`config.mk`:
```
export PLATFORM = sky130hd
export DESIGN_NAME = i2cms_step
export DESIGN_NICKNAME = d
export VERILOG_FILES = /design/src/rtl/i2c_master_status_sequencer_unit_macros.svh /design/src/rtl/i2cms_pkg.sv /design/src/rtl/i2cms_step.sv
export SDC_FILE = /design/constraint.sdc
export NUM_CORES = 1
export LEC_CHECK = 0
export ABC_AREA = 1
export BUFFER_PORTS_ARGS = -buffer_cell sky130_fd_sc_hd__buf_4
export CORE_AREA = 2 2 84 86
export DETAILED_ROUTE_END_ITERATION = 10
export DIE_AREA = 0 0 86 88
export GPL_ROUTABILITY_DRIVEN = 0
export PLACE_DENSITY_LB_ADDON = 0.05
export SLEW_MARGIN = 20
export SYNTH_ARGS = -nofsm -noshare
export SYNTH_HDL_FRONTEND = slang
export SYNTH_SLANG_ARGS = --single-unit
```
`constraint.sdc`:
```
create_clock -name vclk -period 1.8
set_clock_uncertainty 0.2 [all_clocks]
set_input_delay 0 -clock vclk [all_inputs]
set_output_delay 0 -clock vclk [all_outputs]
set_load 0.005 [all_outputs]
```
`src/rtl/i2c_master_status_sequencer_unit_macros.svh`:
```
// Assertion macros for the RTL that checks itself.
// Each one samples on the rising clock edge and is quiet while reset is high.
`ifndef I2C_MASTER_STATUS_SEQUENCER_UNIT_MACROS_SVH
`define I2C_MASTER_STATUS_SEQUENCER_UNIT_MACROS_SVH

// Same-cycle implication.
`define I2CMS_ASSERT_NOW(label, cond, expr, msg) \
   label: assert property (@(posedge clock) disable iff (reset) (cond) |-> (expr)) \
      else $error(msg);

// Next-cycle implication.
`define I2CMS_ASSERT_NEXT(label, cond, expr, msg) \
   label: assert property (@(posedge clock) disable iff (reset) (cond) |=> (expr)) \
      else $error(msg);

`endif

```
`src/rtl/i2cms_pkg.sv`:
```
`default_nettype none

package i2cms_pkg;

   // Field widths
   localparam int ADDR_W = 7;
   localparam int LEN_W  = 16;
   localparam int BYTE_W = 8;
   localparam int ACK_W  = 2;
   localparam int OC_W   = 3;

   // Engine status codes
   localparam logic [BYTE_W-1:0] ST_BUS_ERROR = 8'h00;
   localparam logic [BYTE_W-1:0] ST_START     = 8'h08;
   localparam logic [BYTE_W-1:0] ST_RESTART   = 8'h10;
   localparam logic [BYTE_W-1:0] ST_WADDR_ACK = 8'h18;
   localparam logic [BYTE_W-1:0] ST_WADDR_NAK = 8'h20;
   localparam logic [BYTE_W-1:0] ST_TX_ACK    = 8'h28;
   localparam logic [BYTE_W-1:0] ST_TX_NAK    = 8'h30;
   localparam logic [BYTE_W-1:0] ST_RADDR_ACK = 8'h40;
   localparam logic [BYTE_W-1:0] ST_RADDR_NAK = 8'h48;
   localparam logic [BYTE_W-1:0] ST_RX_ACK    = 8'h50;
   localparam logic [BYTE_W-1:0] ST_RX_NAK    = 8'h58;

   // Item modes
   localparam logic MODE_START = 1'b0;
   localparam logic MODE_EVENT = 1'b1;

   // Outcome codes
   localparam logic [OC_W-1:0] OC_BUSY = 3'd0;
   localparam logic [OC_W-1:0] OC_DONE = 3'd1;
   localparam logic [OC_W-1:0] OC_NAK  = 3'd2;
   localparam logic [OC_W-1:0] OC_BERR = 3'd3;
   localparam logic [OC_W-1:0] OC_UNEX = 3'd4;

   // ACK control codes
   localparam logic [ACK_W-1:0] ACK_KEEP   = 2'd0;
   localparam logic [ACK_W-1:0] ACK_ASSERT = 2'd1;
   localparam logic [ACK_W-1:0] ACK_DROP   = 2'd2;

   typedef struct packed {
      logic              mode;
      logic [ADDR_W-1:0] slave_addr;
      logic              read_not_write;
      logic              ignore_nak;
      logic [LEN_W-1:0]  msg_length;
      logic              int_pending;
      logic [BYTE_W-1:0] status_code;
      logic [BYTE_W-1:0] rx_byte;
      logic [BYTE_W-1:0] tx_byte;
   } req_type;

   typedef struct packed {
      logic              issue_start;
      logic              handled;
      logic              write_valid;
      logic [BYTE_W-1:0] out_byte;
      logic              rx_valid;
      logic [BYTE_W-1:0] rx_data;
      logic [LEN_W-1:0]  buf_position;
      logic [ACK_W-1:0]  ack_control;
      logic              send_stop;
      logic              clear_int;
      logic              finished;
      logic [OC_W-1:0]   outcome;
   } rsp_type;

   typedef struct packed {
      logic [ADDR_W-1:0] target_addr;
      logic              is_read;
      logic              nak_ignored;
      logic [LEN_W-1:0]  bytes_left;
      logic [LEN_W-1:0]  position;
      logic [OC_W-1:0]   last_outcome;
   } state_type;

endpackage

`default_nettype wire

```
`src/rtl/i2cms_step.sv`:
```
`default_nettype none

module i2cms_step
   import i2cms_pkg::*;
(
   input  req_type   req_cur,
   input  state_type state_cur,
   output state_type state_nxt,
   output rsp_type   rsp_nxt
);

   logic             end_msg;
   logic             do_tx;
   logic             do_rx;
   logic             do_radr;
   logic [LEN_W-1:0] left_dec;

   always_comb begin
      state_nxt = state_cur;
      rsp_nxt   = '0;
      end_msg   = 1'b0;
      do_tx     = 1'b0;
      do_rx     = 1'b0;
      do_radr   = 1'b0;
      left_dec  = state_cur.bytes_left - LEN_W'(1);

      if (req_cur.mode == MODE_START) begin
         // Load a new message and request START
         state_nxt.target_addr  = req_cur.slave_addr;
         state_nxt.is_read      = req_cur.read_not_write;
         state_nxt.nak_ignored  = req_cur.ignore_nak;
         state_nxt.bytes_left   = req_cur.msg_length;
         state_nxt.position     = '0;
         state_nxt.last_outcome = OC_BUSY;
         rsp_nxt.issue_start    = 1'b1;
      end else if (req_cur.int_pending) begin
         rsp_nxt.handled   = 1'b1;
         rsp_nxt.clear_int = 1'b1;

         // Decode the engine status
         unique case (req_cur.status_code) inside
            ST_START, ST_RESTART: begin
               rsp_nxt.write_valid = 1'b1;
               rsp_nxt.out_byte    = {state_cur.target_addr, state_cur.is_read};
            end
            ST_WADDR_NAK, ST_TX_NAK: begin
               if (!state_cur.nak_ignored) begin
                  state_nxt.last_outcome = OC_NAK;
                  end_msg                = 1'b1;
               end else begin
                  do_tx = 1'b1;
               end
            end
            ST_WADDR_ACK, ST_TX_ACK: begin
               do_tx = 1'b1;
            end
            ST_RADDR_NAK: begin
               if (!state_cur.nak_ignored) begin
                  state_nxt.last_outcome = OC_NAK;
                  end_msg                = 1'b1;
               end else begin
                  do_radr = 1'b1;
               end
            end
            ST_RADDR_ACK: begin
               do_radr = 1'b1;
            end
            ST_RX_NAK: begin
               if (state_cur.bytes_left == LEN_W'(1)) begin
                  // Last byte: store it without advancing and finish
                  rsp_nxt.rx_valid       = 1'b1;
                  rsp_nxt.rx_data        = req_cur.rx_byte;
                  rsp_nxt.buf_position   = state_cur.position;
                  state_nxt.bytes_left   = '0;
                  state_nxt.last_outcome = OC_DONE;
                  end_msg                = 1'b1;
               end else if (!state_cur.nak_ignored) begin
                  state_nxt.last_outcome = OC_NAK;
                  end_msg                = 1'b1;
               end else begin
                  do_rx = 1'b1;
               end
            end
            ST_RX_ACK: begin
               do_rx = 1'b1;
            end
            ST_BUS_ERROR: begin
               state_nxt.last_outcome = OC_BERR;
               end_msg                = 1'b1;
            end
            default: begin
               state_nxt.last_outcome = OC_UNEX;
               end_msg                = 1'b1;
            end
         endcase

         // Send the next data byte or finish the write
         if (do_tx) begin
            if (state_cur.bytes_left != '0) begin
               rsp_nxt.write_valid  = 1'b1;
               rsp_nxt.out_byte     = req_cur.tx_byte;
               rsp_nxt.buf_position = state_cur.position;
               state_nxt.position   = state_cur.position + LEN_W'(1);
               state_nxt.bytes_left = left_dec;
            end else begin
               state_nxt.last_outcome = OC_DONE;
               end_msg                = 1'b1;
            end
         end

         // Keep ACK on while more than one byte is to come
         if (do_radr && state_cur.bytes_left > LEN_W'(1)) begin
            rsp_nxt.ack_control = ACK_ASSERT;
         end

         // Store the received byte; saturate the count at zero
         if (do_rx) begin
            rsp_nxt.rx_valid     = 1'b1;
            rsp_nxt.rx_data      = req_cur.rx_byte;
            rsp_nxt.buf_position = state_cur.position;
            state_nxt.position   = state_cur.position + LEN_W'(1);
            if (state_cur.bytes_left != '0) begin
               state_nxt.bytes_left = left_dec;
            end
            if (state_nxt.bytes_left == LEN_W'(1)) begin
               rsp_nxt.ack_control = ACK_DROP;
            end
         end

         if (end_msg) begin
            rsp_nxt.send_stop = 1'b1;
            rsp_nxt.finished  = 1'b1;
         end
      end

      rsp_nxt.outcome = state_nxt.last_outcome;
   end

endmodule

`default_nettype wire

```
==> results.yml, run 1 <==
detailed_routing:
  first_iter_violations: 214
  post_drt_wl_per_cell_um: 14.0
  drcViolationCount: 0
  num_vias: 4314
  wirelength_um: 11500
  postRouteAntennaNets: 0
  dr.pass1.iters: 5
  viasPerCell: 5.24
timing:
  setup_viol: 0
  slew_headroom_pct: 71.5
  worst_pin_slew_ns: 0.417
  min_period_over_period_pct: 96.2
  tns_ns: 0
  hold_viol: 0
  setup_ws_ns: 0.0685
  fmax_ghz: 0.578
  slew_violations: 0
  rsz0062_at_grt: "yes"
  period_minus_slack_ns: 1.73
global_routing:
  grt_first_pass_wirelength_um: 17200
  grt_max_degree: 32
  grt_util_all_layers_pct: 26.9
  grt_pass1_vias: 3714
  gr-total-overflow: 0
  antenna_found_initial: 0
power_and_ir_drop:
  p_sw_share_pct: 51.1
  combPwrFrac_pct: 100.0
  p_leak_nw: 2.47
  ir_worst_vdd_v: 0.0000999
  internal_power_mw: 0.381
  finalPower_mw: 0.780
  pwr_density_cell_nw_per_um2: 173
  power.switching_mw: 0.398
  clockPowerShare_pct: 0
  seq_power_share_pct: 0
critical_path:
  cp-start-kind: "input pin"
  cp-end-kind: "output port"
  required_ns: 1.60
  critPathArrivalTime_ns: 1.53
  max_stage_delay_ns: 0.17
  timing_worst_setup_path_type: "input pin to output port"
  crit_chain: "buf_4 -> nor2_1 -> nand2_2 -> inv_2 -> nand2_1 -> nand2_2 -> nand2_4 -> nand3_4 -> nand4_4 -> nor2_1 -> nand2_1 -> a21oi_2 -> buf_4"
  cp_max_fo: 8
  slowest_stage: "nand3_4"
die:
  rows: 30
  fp.coreArea_sq_um: 6640
  die_w_um: 86
  io_pins: 183
  fp.dieH_um: 88
  initial_core_util_pct: 39.8
  die_area_sq_um: 7570
yosys:
  syn_area_per_cell_sq_um: 4.79
  synth_cell_types: 39
  yosysWarnings: 0
  synth_area_sq_um: 2650
  synth_fp_nets: 651
  yosysSeqAreaShare_pct: 0
  syn_inst: 552
finish:
  seqCellArea_sq_um: 0
  layout-drive-gt1-share_pct: 40.5
  antennaDiodeCount: 0
  area_growth_pct: 70.9
  stdcell_count: 824
  fillers: 637
  flops_and_latches: 0
  nClkBuffers: 0
  final_area_sq_um: 4520
  nets: 845
worst_hold_path:
  hold_path.class: "input pin to output port"
  hp-start: "req_cur[42]"
  hold_end: "state_nxt[36]"
  hold_path_depth: 4
placed_design:
  hpwlAfterDp_um: 9060
  pre_cts_slack_ns: -0.0634
  dp_cells: 817
  postPlaceCellArea_sq_um: 4200
  numPortBuffers: 183
flow_run:
  drv_cap: 0
status:
  status: "completed"
clock_tree:
  cts_hold_buf: 0
[what timing repair did]
action,4_1_cts,5_1_grt
resized for setup,4,70
setup buffers,0,6
setup endpoints to repair,12,60
pin swaps,0,33
cloned,0,1
[power groups by stage]
stage / clock, mW / combinational (mW) / sequential (mW)
final: 0 / 0.780 / 0
after global routing: 0 / 0.853 / 0
after CTS: 0 / 0.723 / 0
after detailed placement: 0 / 0.719 / 0
after global placement: 0 / 0.707 / 0
after floorplan: 0 / 0.311 / 0
[cell usage in the layout (no fill, tap or decap), types with 2 or more instances in the layout]
master	instances
o211ai_1	2
nor2_4	17
o21ai_2	3
nand3_2	2
nand2_4	8
nand2_2	11
nand2_1	131
o21ai_0	32
nor3_1	19
xor2_1	5
inv_2	8
o21ai_1	26
nand4_4	2
a21oi_1	43
nor3_2	4
nand4_1	8
ha_1	2
nor2_1	87
a21oi_2	6
nand3_1	25
buf_12	2
buf_4	215
inv_1	57
nor2_2	6
nand3_4	3
ha_2	2
inv_4	4
[worst max-delay path, delay by kind of cell]
kind | cells | cell delay, ns
and+or+nand+nor | 9 | 1.09
AOI/OAI and AO/OA | 1 | 0.13
buffers and inverters | 3 | 0.31
[logic make-up after synthesis]
group / count (synthesis) / synth area share [%]
XOR/XNOR: 7 / 2.32
AND/OR/NAND/NOR: 328 / 56.0
adder cells (fa/ha/maj): 4 / 1.89
AO/OA/AOI/OAI: 116 / 23.7
buffers and inverters: 97 / 16.1
[worst max-delay path by stage]
stage / start / to / depth (start not counted)
after detailed placement: state_cur[20] / rsp_nxt[7] / 13
after CTS: state_cur[26] / state_nxt[9] / 14
after floorplan: state_cur[20] / rsp_nxt[5] / 10
final: req_cur[18] / state_nxt[17] / 13
after global placement: state_cur[26] / state_nxt[20] / 12
after global routing: state_cur[25] / rsp_nxt[7] / 12
[metrics by stage]
stage	utilization [%]	hold WS (ns)
2_1_floorplan	-	-0.129
3_5_place_dp	63.2	0.0615
4_1_cts	63.4	0.0622
3_3_place_gp	63.2	0.0568
5_1_grt	68.0	0.0706
6_report	68.0	0.0614
[Yosys cell counts, types with 5 or more instances]
| master | instances | area share [%] |
|---|---|---|
| a21oi_1 | 46 | 8.7 |
| buf_4 | 7 | 2.0 |
| clkbuf_1 | 13 | 1.8 |
| inv_1 | 61 | 8.7 |
| inv_2 | 8 | 1.1 |
| nand2_1 | 140 | 20 |
| nand2_4 | 6 | 2.6 |
| nand3_1 | 27 | 5.1 |
| nand4_1 | 8 | 1.9 |
| nor2_1 | 103 | 15 |
| nor2_2 | 5 | 1.2 |
| nor3_1 | 22 | 4.2 |
| o21ai_0 | 38 | 7.2 |
| o21ai_1 | 20 | 3.8 |
| xor2_1 | 6 | 2.0 |
[layout make-up]
class                           count  area [sq um]  share of cell area (%)
Multi-Input combinational cell    455          2450                    54.2
Timing Repair Buffer              219          1690                    37.4
Inverter                           70           278                    6.15
Tap cell                           80           100                    2.21
[metal layers]
metal	wire, um	vias up	global-route usage (%)
li1	-	2168	-
met4	197	0	4.47
met5	0	-	0
met2	5750	211	49.6
met1	4610	1915	34.6
met3	970	20	2.17
No activity file was read; power rests on OpenSTA's default activity.
==> inputs of run 2 (changes only) <==
--- a/config.mk
+++ b/config.mk
@@ -11,6 +11,7 @@
 export DETAILED_ROUTE_END_ITERATION = 10
 export DIE_AREA = 0 0 86 88
 export GPL_ROUTABILITY_DRIVEN = 0
+export MAX_ROUTING_LAYER = met4
 export PLACE_DENSITY_LB_ADDON = 0.05
 export SLEW_MARGIN = 20
 export SYNTH_ARGS = -nofsm -noshare
==> results.yml, run 2 (synthesis results as in run 1) <==
status:
  status: "completed"
detailed_routing:
  wirelength_um: 11500
  num_vias: 4323
  first_iter_violations: 238
  post_drt_wl_per_cell_um: 13.9
  postRouteAntennaNets: 0
  dr.pass1.iters: 4
  viasPerCell: 5.25
  drcViolationCount: 0
critical_path:
  max_stage_delay_ns: 0.17
  cp.depth: 15
  critPathTopFamily: "simple AND/OR/NAND/NOR gates"
  crit_top_cell: "nand2_4"
  cp-start-kind: "input pin"
  cp.buffers_inverters: 5
  cp-end-kind: "output port"
  critPathArrivalTime_ns: 1.53
  timing_worst_setup_path_type: "input pin to output port"
  crit_chain: "buf_4 -> inv_4 -> ha_1 -> nand2_2 -> nor2_4 -> nand2_4 -> nand3_4 -> buf_6 -> nand3_4 -> nand2_4 -> inv_6 -> nand2_4 -> o21ai_2 -> a21oi_2 -> buf_4"
  required_ns: 1.60
  cp_max_fo: 8
  slowest_stage: "nand2_4"
global_routing:
  grt_util_met2_pct: 49.3
  use_met3_pct: 2.17
  grt_pass1_vias: 3718
  met1_usage_pct: 34.9
  gr-total-overflow: 0
  grt_max_degree: 32
  grt_util_all_layers_pct: 27.8
  grt_first_pass_wirelength_um: 17300
  top_usage_layer: "met2"
  antenna_found_initial: 0
timing:
  min_period_over_period_pct: 96.3
  slew_headroom_pct: 72.6
  rsz0062_at_grt: "yes"
  setup_viol: 0
  worst_pin_slew_ns: 0.401
  fmax_ghz: 0.577
  hold_viol: 0
  period_minus_slack_ns: 1.73
  slew_violations: 0
placed_design:
  numPortBuffers: 183
  postPlaceCellArea_sq_um: 4200
  hpwlAfterDp_um: 9060
finish:
  layout_commonest_cell: "buf_4"
  multi_input_area_sq_um: 2450
  antennaDiodeCount: 0
  layout_common_cells: "buf_4 (215), nand2_1 (130), nor2_1 (87)"
  layout-drive-gt1-share_pct: 40.6
  nClkBuffers: 0
  flops_and_latches: 0
  area_growth_pct: 70.8
  final_area_sq_um: 4520
  nets: 845
  seqCellArea_sq_um: 0
  fillers: 635
power_and_ir_drop:
  finalPower_mw: 0.775
  p_leak_nw: 2.49
  ir_worst_vdd_v: 0.000100
  pwr_density_cell_nw_per_um2: 171
worst_hold_path:
  hold_path_depth: 4
  hold_path.class: "input pin to output port"
die:
  rows: 30
  die_area_sq_um: 7570
  fp.dieH_um: 88
  fp.coreArea_sq_um: 6640
  initial_core_util_pct: 39.8
  io_pins: 183
  die_w_um: 86
flow_run:
  drv_cap: 0
clock_tree:
  cts_hold_buf: 0
## run 2: changes by cell type in the layout (fill, tap and decap cells not counted)
cell	change
nor2_2	+2
nor2_4	-2
nand2_1	-1
nand2_4	+1
## run 2: stage by stage
step / setup WS [ns] / cells / hold WS [ns] / util, % / setup TNS [ns]
after floorplan: 0.216 / 552 / -0.129 / - / 0
after global placement: -0.0254 / 817 / 0.0568 / 63.2 / -0.0754
after detailed placement: -0.0634 / 817 / 0.0615 / 63.2 / -0.349
after CTS: 0.0113 / 817 / 0.0622 / 63.4 / 0
after global routing: -0.0503 / 824 / 0.0706 / 68.0 / -0.134
final: 0.0657 / 824 / 0.0614 / 68.0 / 0
## run 2: path summary, 6_finish.rpt
kind | start | slack, ns | end
max | state_cur[20] | 0.07 | state_nxt[9]
min | req_cur[42] | 0.06 | state_nxt[36]
## run 2: timing repair
item | CTS | global route
pin swaps | 0 | 31
cloned | 0 | 1
endpoints found under the hold margin | 0 | 0
buffers inserted | 0 | 6
resized for setup | 4 | 70
setup endpoints to repair | 12 | 60
## run 2: where the power goes
part	internal, mW	switching [mW]
combinational	0.380	0.395
sequential	0	0
clock	0	0
total	0.380	0.395
## run 2: layout make-up
class / instances / area share (%)
inverter: 70 / 6.15
timing repair buffer: 219 / 37.4
multi-input combinational: 455 / 54.2
tap: 80 / 2.22
## run 2: layer usage
metal,wire (um),vias to the layer above
met3,998,19
met5,0,-
li1,-,2166
met2,5700,202
met1,4570,1936
met4,189,0
